`config.mk`:
```
export PLATFORM = sky130hd
export DESIGN_NAME = i2c_master_register_access_sequencer
export DESIGN_NICKNAME = d
export VERILOG_FILES = /design/src/sv/i2c_mras_pkg.sv /design/src/sv/i2c_master_register_access_sequencer.sv
export SDC_FILE = /design/constraint.sdc
export NUM_CORES = 1
export LEC_CHECK = 0
export BUFFER_PORTS_ARGS = -buffer_cell sky130_fd_sc_hd__buf_2
export CORE_UTILIZATION = 30
export CTS_CLUSTER_SIZE = 28
export DETAILED_ROUTE_END_ITERATION = 16
export GPL_TIMING_DRIVEN = 0
export SYNTH_ARGS = -nofsm -noshare
export SYNTH_HDL_FRONTEND = slang
export SYNTH_SLANG_ARGS = --single-unit
```
`constraint.sdc`:
```
create_clock -name clk -period 2.7 [get_ports clk]
set_clock_uncertainty 0.15 [all_clocks]
set_input_delay 0.27 -clock clk [delete_from_list [all_inputs] [get_ports clk]]
set_output_delay 0.27 -clock clk [all_outputs]
set_load 0.02 [all_outputs]
```
`src/sv/i2c_mras_pkg.sv`:
```
// ----------------------------------------------------------------------------
// i2c_mras_pkg
// Shared codes and limits for the I2C master register access sequencer.
// ----------------------------------------------------------------------------
package i2c_mras_pkg;

	// Largest accepted read length
	localparam logic [15:0] MAX_READ_LEN = 16'd255;

	// Request kinds on the func field
	typedef enum logic [1:0] {
		FUNC_START_WR = 2'd0,
		FUNC_START_RD = 2'd1,
		FUNC_EVENT    = 2'd2,
		FUNC_UNUSED   = 2'd3
	} func_t;

	// Acknowledge control actions
	typedef enum logic [1:0] {
		ACK_KEEP = 2'd0,
		ACK_ON   = 2'd1,
		ACK_OFF  = 2'd2
	} ack_t;

	// Transaction phases
	typedef enum logic [3:0] {
		PH_IDLE        = 4'd0,
		PH_START       = 4'd1,
		PH_ADDR_W      = 4'd2,
		PH_REG         = 4'd3,
		PH_WDATA       = 4'd4,
		PH_RESTART     = 4'd5,
		PH_ADDR_R      = 4'd6,
		PH_ADDR_R_WAIT = 4'd7,
		PH_READ        = 4'd8,
		PH_STOP        = 4'd9
	} phase_t;

endpackage

```
`src/sv/i2c_master_register_access_sequencer.sv`:
```
// ----------------------------------------------------------------------------
// i2c_master_register_access_sequencer
// Turns byte-level I2C controller status events into register transaction
// actions: start, address, register, data or repeated-start read, stop.
// ----------------------------------------------------------------------------
//
// Usage:
//   Input channel (in_valid / in_stall) carries one request per handshake:
//   start write, start read, or a status flag event from the controller.
//   Output channel (out_valid / out_stall) returns exactly one result per
//   request: what to drive on the controller (tx byte, start, stop, ack
//   control), any received byte with its index, and completion / busy.
//   Start requests are refused (accepted = 0) while a transaction runs, and a
//   read length of zero or above MAX_READ_LEN is refused too.
//   The request is captured in the input stage, then the phase logic runs and
//   the result lands in the output register.
//   Throughput is 1 request per cycle while out_stall is low; the phase
//   register update is the only loop.
//   Reset (arst_n low) empties both stages and returns to idle, not busy.
//   When the receiver stalls, the output register holds its result; one more
//   request may sit in the input stage, after which in_stall rises and stays
//   high until the output is taken.
// ----------------------------------------------------------------------------
module i2c_master_register_access_sequencer (
	input  logic       clk,
	input  logic       arst_n,
	// request channel
	input  logic       in_valid,
	output logic       in_stall,
	input  logic [1:0] func,
	input  logic [7:0] dev_addr,
	input  logic [7:0] reg_addr,
	input  logic [7:0] write_value,
	input  logic [7:0] read_len,
	input  logic       flag_sb,
	input  logic       flag_addr,
	input  logic       flag_txe,
	input  logic       flag_btf,
	input  logic       flag_rxne,
	input  logic [7:0] rx_byte,
	// result channel
	output logic       out_valid,
	input  logic       out_stall,
	output logic       accepted,
	output logic       tx_valid,
	output logic [7:0] tx_data,
	output logic       gen_start,
	output logic       gen_stop,
	output logic [1:0] ack_action,
	output logic       rx_valid,
	output logic [7:0] rx_data,
	output logic [7:0] rx_index,
	output logic       done_res,
	output logic       busy_out
);

	// ---------------- input stage ----------------
	logic       valid_s1;
	logic [1:0] func_s1;
	logic [7:0] dev_addr_s1;
	logic [7:0] reg_addr_s1;
	logic [7:0] write_value_s1;
	logic [7:0] read_len_s1;
	logic       flag_sb_s1;
	logic       flag_addr_s1;
	logic       flag_txe_s1;
	logic       flag_btf_s1;
	logic       flag_rxne_s1;
	logic [7:0] rx_byte_s1;

	// ---------------- transaction state ----------------
	i2c_mras_pkg::phase_t phase_q, phase_nxt;
	logic [7:0] device_q, device_nxt;
	logic [7:0] register_q, register_nxt;
	logic [7:0] data_q, data_nxt;
	logic [7:0] len_total_q, len_total_nxt;
	logic [7:0] byte_idx_q, byte_idx_nxt;
	logic       read_mode_q, read_mode_nxt;
	logic       busy_q, busy_nxt;

	// ---------------- result values ----------------
	logic       acc_c;
	logic       txv_c;
	logic [7:0] txd_c;
	logic       gs_c;
	logic       gp_c;
	i2c_mras_pkg::ack_t ack_c;
	logic       rxv_c;
	logic [7:0] rxd_c;
	logic [7:0] rxi_c;
	logic       dn_c;

	logic       out_valid_q;
	logic       adv;            // input stage moves into output register
	logic       len_ok;
	logic [8:0] idx_inc;        // byte_idx + 1, wrapped to 8 bits then widened

	// Output register can take a new result when empty or being drained.
	assign adv      = !out_valid_q || !out_stall;
	assign in_stall = valid_s1 && !adv;

	always_ff @(posedge clk or negedge arst_n) begin
		if (!arst_n) begin
			valid_s1 <= 1'b0;
		end else if (!in_stall) begin
			valid_s1 <= in_valid;
		end
	end

	// Payload capture, no reset needed
	always_ff @(posedge clk) begin
		if (in_valid && !in_stall) begin
			func_s1        <= func;
			dev_addr_s1    <= dev_addr;
			reg_addr_s1    <= reg_addr;
			write_value_s1 <= write_value;
			read_len_s1    <= read_len;
			flag_sb_s1     <= flag_sb;
			flag_addr_s1   <= flag_addr;
			flag_txe_s1    <= flag_txe;
			flag_btf_s1    <= flag_btf;
			flag_rxne_s1   <= flag_rxne;
			rx_byte_s1     <= rx_byte;
		end
	end

	assign len_ok  = (read_len_s1 != 8'd0) &&
		({8'd0, read_len_s1} <= i2c_mras_pkg::MAX_READ_LEN);
	assign idx_inc = {1'b0, byte_idx_q + 8'd1};

	// Next-state logic
	always_comb begin
		phase_nxt     = phase_q;
		device_nxt    = device_q;
		register_nxt  = register_q;
		data_nxt      = data_q;
		len_total_nxt = len_total_q;
		byte_idx_nxt  = byte_idx_q;
		read_mode_nxt = read_mode_q;
		busy_nxt      = busy_q;
		case (i2c_mras_pkg::func_t'(func_s1))
			i2c_mras_pkg::FUNC_START_WR: begin
				if (!busy_q) begin
					device_nxt    = dev_addr_s1;
					register_nxt  = reg_addr_s1;
					data_nxt      = write_value_s1;
					len_total_nxt = 8'd1;
					byte_idx_nxt  = 8'd0;
					read_mode_nxt = 1'b0;
					busy_nxt      = 1'b1;
					phase_nxt     = i2c_mras_pkg::PH_START;
				end
			end
			i2c_mras_pkg::FUNC_START_RD: begin
				if (!busy_q && len_ok) begin
					device_nxt    = dev_addr_s1;
					register_nxt  = reg_addr_s1;
					len_total_nxt = read_len_s1;
					byte_idx_nxt  = 8'd0;
					read_mode_nxt = 1'b1;
					busy_nxt      = 1'b1;
					phase_nxt     = i2c_mras_pkg::PH_START;
				end
			end
			i2c_mras_pkg::FUNC_EVENT: begin
				case (phase_q)
					i2c_mras_pkg::PH_START: begin
						if (flag_sb_s1) phase_nxt = i2c_mras_pkg::PH_ADDR_W;
					end
					i2c_mras_pkg::PH_ADDR_W: begin
						if (flag_addr_s1) phase_nxt = i2c_mras_pkg::PH_REG;
					end
					i2c_mras_pkg::PH_REG: begin
						if (flag_txe_s1) begin
							phase_nxt = read_mode_q ? i2c_mras_pkg::PH_RESTART
								: i2c_mras_pkg::PH_WDATA;
						end
					end
					i2c_mras_pkg::PH_WDATA: begin
						if (flag_btf_s1) phase_nxt = i2c_mras_pkg::PH_STOP;
					end
					i2c_mras_pkg::PH_RESTART: begin
						if (flag_btf_s1) phase_nxt = i2c_mras_pkg::PH_ADDR_R;
					end
					i2c_mras_pkg::PH_ADDR_R: begin
						if (flag_sb_s1) phase_nxt = i2c_mras_pkg::PH_ADDR_R_WAIT;
					end
					i2c_mras_pkg::PH_ADDR_R_WAIT: begin
						if (flag_addr_s1) phase_nxt = i2c_mras_pkg::PH_READ;
					end
					i2c_mras_pkg::PH_READ: begin
						if (flag_rxne_s1) begin
							byte_idx_nxt = idx_inc[7:0];
							if (idx_inc >= {1'b0, len_total_q}) begin
								busy_nxt  = 1'b0;
								phase_nxt = i2c_mras_pkg::PH_IDLE;
							end
						end
					end
					i2c_mras_pkg::PH_STOP: begin
						if (flag_btf_s1) begin
							busy_nxt  = 1'b0;
							phase_nxt = i2c_mras_pkg::PH_IDLE;
						end
					end
					default: begin
					end
				endcase
			end
			default: begin
			end
		endcase
	end

	// Result logic
	always_comb begin
		acc_c = 1'b0;
		txv_c = 1'b0;
		txd_c = 8'd0;
		gs_c  = 1'b0;
		gp_c  = 1'b0;
		ack_c = i2c_mras_pkg::ACK_KEEP;
		rxv_c = 1'b0;
		rxd_c = 8'd0;
		rxi_c = 8'd0;
		dn_c  = 1'b0;
		case (i2c_mras_pkg::func_t'(func_s1))
			i2c_mras_pkg::FUNC_START_WR: begin
				if (!busy_q) begin
					acc_c = 1'b1;
					gs_c  = 1'b1;
				end
			end
			i2c_mras_pkg::FUNC_START_RD: begin
				if (!busy_q && len_ok) begin
					acc_c = 1'b1;
					gs_c  = 1'b1;
				end
			end
			i2c_mras_pkg::FUNC_EVENT: begin
				case (phase_q)
					i2c_mras_pkg::PH_START: begin
						if (flag_sb_s1) begin
							txv_c = 1'b1;
							txd_c = device_q;
						end
					end
					i2c_mras_pkg::PH_REG: begin
						if (flag_txe_s1) begin
							txv_c = 1'b1;
							txd_c = register_q;
						end
					end
					i2c_mras_pkg::PH_WDATA: begin
						if (flag_btf_s1) begin
							txv_c = 1'b1;
							txd_c = data_q;
						end
					end
					i2c_mras_pkg::PH_RESTART: begin
						if (flag_btf_s1) gs_c = 1'b1;
					end
					i2c_mras_pkg::PH_ADDR_R: begin
						if (flag_sb_s1) begin
							txv_c = 1'b1;
							txd_c = device_q | 8'd1;
						end
					end
					i2c_mras_pkg::PH_ADDR_R_WAIT: begin
						if (flag_addr_s1) begin
							// single-byte read: NACK and stop right away
							if (len_total_q == 8'd1) begin
								ack_c = i2c_mras_pkg::ACK_OFF;
								gp_c  = 1'b1;
							end else begin
								ack_c = i2c_mras_pkg::ACK_ON;
							end
						end
					end
					i2c_mras_pkg::PH_READ: begin
						if (flag_rxne_s1) begin
							rxv_c = 1'b1;
							rxd_c = rx_byte_s1;
							rxi_c = byte_idx_q;
							// next byte is the last one
							if (idx_inc + 9'd1 == {1'b0, len_total_q}) begin
								ack_c = i2c_mras_pkg::ACK_OFF;
								gp_c  = 1'b1;
							end
							if (idx_inc >= {1'b0, len_total_q}) begin
								ack_c = i2c_mras_pkg::ACK_ON;
								dn_c  = 1'b1;
							end
						end
					end
					i2c_mras_pkg::PH_STOP: begin
						if (flag_btf_s1) begin
							gp_c  = 1'b1;
							ack_c = i2c_mras_pkg::ACK_ON;
							dn_c  = 1'b1;
						end
					end
					default: begin
					end
				endcase
			end
			default: begin
			end
		endcase
	end

	// State registers
	always_ff @(posedge clk or negedge arst_n) begin
		if (!arst_n) begin
			phase_q     <= i2c_mras_pkg::PH_IDLE;
			device_q    <= 8'd0;
			register_q  <= 8'd0;
			data_q      <= 8'd0;
			len_total_q <= 8'd0;
			byte_idx_q  <= 8'd0;
			read_mode_q <= 1'b0;
			busy_q      <= 1'b0;
		end else if (valid_s1 && adv) begin
			phase_q     <= phase_nxt;
			device_q    <= device_nxt;
			register_q  <= register_nxt;
			data_q      <= data_nxt;
			len_total_q <= len_total_nxt;
			byte_idx_q  <= byte_idx_nxt;
			read_mode_q <= read_mode_nxt;
			busy_q      <= busy_nxt;
		end
	end

	// Output register
	always_ff @(posedge clk or negedge arst_n) begin
		if (!arst_n) begin
			out_valid_q <= 1'b0;
		end else if (adv) begin
			out_valid_q <= valid_s1;
		end
	end

	always_ff @(posedge clk) begin
		if (valid_s1 && adv) begin
			accepted   <= acc_c;
			tx_valid   <= txv_c;
			tx_data    <= txd_c;
			gen_start  <= gs_c;
			gen_stop   <= gp_c;
			ack_action <= ack_c;
			rx_valid   <= rxv_c;
			rx_data    <= rxd_c;
			rx_index   <= rxi_c;
			done_res   <= dn_c;
			busy_out   <= busy_nxt;
		end
	end

	assign out_valid = out_valid_q;

	// ---------------- assertions ----------------
	a_idle_not_busy: assert property (@(posedge clk) disable iff (!arst_n)
		(phase_q == i2c_mras_pkg::PH_IDLE) == !busy_q)
		else $error("phase and busy flag disagree");

	a_accept_busy: assert property (@(posedge clk) disable iff (!arst_n)
		out_valid && accepted |-> busy_out)
		else $error("accepted start without busy");

	a_done_clears: assert property (@(posedge clk) disable iff (!arst_n)
		out_valid && done_res |-> !busy_out)
		else $error("done while still busy");

	a_tx_rx_excl: assert property (@(posedge clk) disable iff (!arst_n)
		out_valid |-> !(tx_valid && rx_valid))
		else $error("tx and rx in one result");

	a_stall_hold: assert property (@(posedge clk) disable iff (!arst_n)
		in_stall |-> valid_s1 && out_valid_q)
		else $error("input stalled with room downstream");

endmodule

```
Word-level counts from Yosys, hierarchy flattened
Cells that the tools add are included. W data, S select, Z words.

Register bits: 128. Input port bits: 51. Output and inout port bits: 35. Logic and storage cells: 153.

Add/subtract/negate cells: 2. Order comparisons: 1. Equality and inequality tests: 28. Multiplexer cells: 68. Bitwise gates (word level): 1. Reductions and logical operators: 21.

Operators by type and width (number): $mux W8 (14); $mux W4 (12); $pmux W8 S2 (3); $pmux W4 S9 (1); $pmux W8 S4 (1); $ne A3 B3 Y1 const B (10); $pmux W8 S3 (1); $mux W1 (21); $eq A4 B3 Y1 const B (4); $reduce_and A15 Y1 (1); $pmux W1 S3 (4); $pmux W4 S3 (1); $mux W2 (5); $ne A10 B2 Y1 const B (1); $add A8 B1 Y9 const B (1); $eq A9 B8 Y1 (1); $add A8 B1 Y8 const B (1); $eq A4 B2 Y1 const B (2); $eq A4 B4 Y1 const B (2); $eq A8 B1 Y1 const B (1); $ge A8 B8 Y1 (1); $pmux W1 S2 (4); $reduce_bool A8 Y1 (1); $ne A2 B2 Y1 const B (3); other kinds (17) (25).

Depth between registers and ports, before layout
Word-level depth: 7. Depth in mapped cells: 12. Depth with buffers taken out: 12.

Worst setup path after synthesis
Ideal clock, no wire load.

Path type: reg-to-reg. Start point: register byte_idx_q[1]. End point: register ack_action[0] (data pin). Setup time: 273 ps. Arrival time: 2360 ps. Slack: -84 ps. Stages on the path, launching flop included: 12. Path buffers: 0. Clock period less this slack: 2784 ps. Path through: dfrtp_1 -> ha_1 -> nand2_1 -> nor2_1 -> xnor2_1 -> inv_1 -> ha_1 -> a21o_1 -> a21oi_1 -> a21bo_2 -> a21boi_0 -> a21oi_1.

Cells in the longest elaborated chain, start to end: 5.

RTL lines: start, declared (line i2c_master_register_access_sequencer.sv:77) `logic [7:0] byte_idx_q, byte_idx_nxt;`; start signal, assigned (line i2c_master_register_access_sequencer.sv:329) `byte_idx_q <= byte_idx_nxt;`; $add A8 B1 Y8 (line i2c_master_register_access_sequencer.sv:129) `assign idx_inc = {1'b0, byte_idx_q + 8'd1};`; $ge A8 B8 Y1 (line i2c_master_register_access_sequencer.sv:290) `if (idx_inc >= {1'b0, len_total_q}) begin`; $mux W2 (line i2c_master_register_access_sequencer.sv:290); $mux W2 (line i2c_master_register_access_sequencer.sv:281) `if (flag_rxne_s1) begin`; $pmux W2 S3 (line i2c_master_register_access_sequencer.sv:241) `case (phase_q)`; end signal, assigned (line i2c_master_register_access_sequencer.sv:351) `ack_action <= ack_c;`; end, declared (line i2c_master_register_access_sequencer.sv:49) `output logic [1:0] ack_action,`.

No other way between the ends. A chain may end at the register's enable or synchronous reset.

Worst setup path after layout
Start point: register byte_idx_q[2]. End point: register ack_action[0] (data pin).

Same word-level chain as after synthesis.

==> flow_metrics.py <==
metrics = {
    "outcome": {
        "status": "complete, but fails checks",
        "violations": "design-rule violations",
    },
    "clock_tree": {
        "htreeDepth": 4,
        "numClockSinks": 128,
        "clockRootBuffer": "clkbuf_16",
        "clk_pin_slew_ns": 0.06,
        "cts_tree": "built",
        "cts_buffer_depth": 2,
        "clock_latency_ns": 0.41,
        "cts_buffers": 17,
    },
    "sta": {
        "maxSlewHeadroom_pct": 19.2,
        "max_freq_mhz": 383,
        "setup_slack_ns": 0.0890,
        "post-route-min-period_ns": 2.61,
        "setup_viol": 0,
        "tightestPinTransition_ns": 1.20,
        "period_share_pct": 96.7,
        "slew_viol_final": 0,
        "finalHoldViolCount": 0,
    },
    "final_layout": {
        "syn2layout_area_growth_pct": 36.9,
        "nFillCells": 1691,
        "nets": 640,
        "drive_gt1_share_pct": 34.0,
        "finalNonFillerCells": 820,
        "antenna_cells": 0,
        "regArea_um2": 3610,
        "multiInputGateArea_um2": 1960,
    },
    "min_path": {
        "hold-path-endpoint": "register_q[4]$_DFFE_PN0P_",
        "hold-path-cell-count": 1,
        "hold_path.class": "flip-flop to flip-flop",
        "hp-start": "reg_addr_s1[4]$_DFFE_PP_",
    },
    "setup_path": {
        "cp-end-kind": "flip-flop",
        "reg2reg_from": "byte_idx_q[2]$_DFFE_PN0P_",
        "r2r_cells": 9,
        "regToRegSetupSlack_ns": 0.09,
        "reg2reg_to": "ack_action[0]$_SDFFCE_PN0P_",
        "critical_path.startpoint_type": "flip-flop",
        "crit_required_ns": 2.69,
        "cp_max_fo": 7,
        "arrival_ns": 2.60,
        "path_class": "flip-flop to flip-flop",
    },
    "route": {
        "wl_per_cell_um": 16.2,
        "drcViolationCount": 10,
        "final_antenna_net_count": 0,
        "vias_per_cell": 4.87,
        "routed_wl_um": 13300,
        "vias": 3990,
        "drt-initial-drc-count": 238,
        "dr.pass1.iters": 12,
    },
    "placement": {
        "dp_hpwl_um": 8760,
        "place_ws_ns": -0.476,
        "gp_congestion": 0.844,
        "portBuffers": 85,
        "dp_cells": 726,
    },
    "yosys": {
        "syn_inst": 411,
        "synth_edf_count": 80,
        "synth_fp_nets": 473,
        "synthArstFlopShare_pct": 37.5,
        "ys_seq_area_share_pct": 64.4,
        "yosys_warnings": 0,
        "syn_area_um2": 5590,
        "synth.avg_cell_area_um2": 13.6,
        "ys_ff_latch": 128,
        "synth_ff_type": "edfxtp_1",
        "synth_cell_types": 65,
    },
    "grt": {
        "grt_max_degree": 49,
        "grt_pass1_wl_um": 21000,
        "grt.total_usage_pct": 14.2,
        "grt_pass1_vias": 4108,
        "grt_overflow": 0,
        "antenna_found_initial": 0,
    },
    "floorplan": {
        "die_y_um": 139,
        "die_w_um": 139,
        "start_util_pct": 30.9,
        "core_area_um2": 18100,
        "dieArea_um2": 19200,
        "rows": 49,
        "io-pin-count": 86,
    },
    "run": {
        "maxCapViolations": 0,
    },
    "power_and_ir_drop": {
        "leakagePower_nw": 3.14,
        "power_density_nw_per_um2": 835,
        "vdd.ir_drop.worst_mv": 0.521,
        "total_power_mw": 6.39,
    },
}
==> cell usage in the layout (no fill, tap or decap), drive strengths merged, types with 9 or more instances in the layout <==
cell type    count
buf            105
edfxtp          80
xnor2           10
mux2            25
inv             23
a21oi           10
nand2           20
and3            15
ha              11
o21ai           19
clkbuf          25
nor2            27
a22o             9
dlygate4sd3     51
dfrtp           48
==> critical path, cell delays in order, from the launching register on <==
cell and delay, ns:
dfrtp_2 0.42, ha_1 0.20, nand2_2 0.12, nor3_4 0.25, xor2_2 0.20, ha_1 0.28, a21oi_2 0.16, a21bo_4 0.25
a21boi_4 0.21, a21oi_2 0.09
==> stage by stage <==
step	instance area (µm²)	utilization (%)	hold WS [ns]	TNS, ns
2_1_floorplan	5590	-	-0.176	0
3_3_place_gp	6300	34.9	0.298	-3.15
3_5_place_dp	6320	35.0	0.298	-2.47
4_1_cts	7540	41.7	0.330	0
5_1_grt	7660	42.3	0.340	-0.0267
6_report	7660	42.3	0.325	0
==> routing by layer <==
layer	vias to the layer above	global-route usage (%)	part of all wire [%]
met5	-	0	0
met4	0	5.26	2.0
met3	21	3.60	5.2
met2	127	23.3	48
met1	1946	18.1	45
li1	1896	-	-
==> synth_stat cells, drive strengths merged (7+ instances only) <==
master	instances	area, µm²
a21oi	10	50.1
a222oi	7	70.1
a22o	9	78.8
and3	15	93.8
buf	8	55.1
clkbuf	8	31.3
dfrtp	48	1200
edfxtp	80	2400
ha	11	138
inv	19	71.3
mux2	25	282
nand2	20	85.1
nand3	8	40.0
nor2	27	101
nor3	8	50.1
o21ai	19	103
xnor2	10	87.6
xor2	8	70.1
==> power breakdown <==
group | switching (mW) | internal [mW]
registers | 0.248 | 2.45
clock network | 0.882 | 1.37
logic | 0.795 | 0.644
total | 1.93 | 4.47
==> what timing repair did <==
| action | 4_1_cts | 5_1_grt |
|---|---|---|
| hold buffers | 51 | 0 |
| gates cloned | 0 | 1 |
| buffers inserted | 5 | 6 |
| setup endpoints to repair | 9 | 8 |
| gates resized for setup | 18 | 19 |
| endpoints found under the hold margin | 97 | 0 |
| pin swaps | 4 | 7 |
==> worst max path at each step <==
stage                         startpoint                          end  slack [ns]
2_1_floorplan  byte_idx_q[1]$_DFFE_PN0P_  ack_action[0]$_SDFFCE_PN0P_        0.01
3_3_place_gp   byte_idx_q[1]$_DFFE_PN0P_  ack_action[0]$_SDFFCE_PN0P_       -0.47
3_5_place_dp   byte_idx_q[1]$_DFFE_PN0P_  ack_action[0]$_SDFFCE_PN0P_       -0.48
4_1_cts        byte_idx_q[0]$_DFFE_PN0P_       gen_stop$_SDFFCE_PN0P_       0.005
5_1_grt        byte_idx_q[2]$_DFFE_PN0P_  ack_action[0]$_SDFFCE_PN0P_       -0.03
6_report       byte_idx_q[2]$_DFFE_PN0P_  ack_action[0]$_SDFFCE_PN0P_        0.09
==> sequential cells by signal, summed over array words and instances (netlist names), 2 cells and up <==
name / count
reg_addr_s1: 8
len_total_q: 8
data_q: 8
dev_addr_s1: 8
ack_action: 2
func_s1: 2
write_value_s1: 8
tx_data: 8
register_q: 8
byte_idx_q: 8
read_len_s1: 8
rx_byte_s1: 8
device_q: 8
rx_data: 8
phase_q: 4
rx_index: 8
==> kinds of logic after synthesis <==
| logic type | count (synthesis) | share of synthesized area (%) |
|---|---|---|
| xor gates and xnor gates | 18 | 2.82 |
| muxes | 26 | 5.21 |
| and+or+nand+nor | 119 | 12.6 |
| DFF | 128 | 64.4 |
| buffers and inverters | 35 | 2.82 |
| AOI/OAI and AO/OA | 74 | 9.62 |
| adders and majority gates | 11 | 2.46 |
==> final cells by class <==
type,instances,area share (%)
Buffer,15,1.19
Clock buffer,18,5.60
Clock inverter,14,2.04
Inverter,19,0.980
Multi-Input combinational cell,248,25.7
Sequential cell,128,47.2
Tap cell,229,3.74
Timing Repair Buffer,148,13.6
Timing Repair inverter,1,0.0654
No activity file was read; power rests on OpenSTA's default activity.
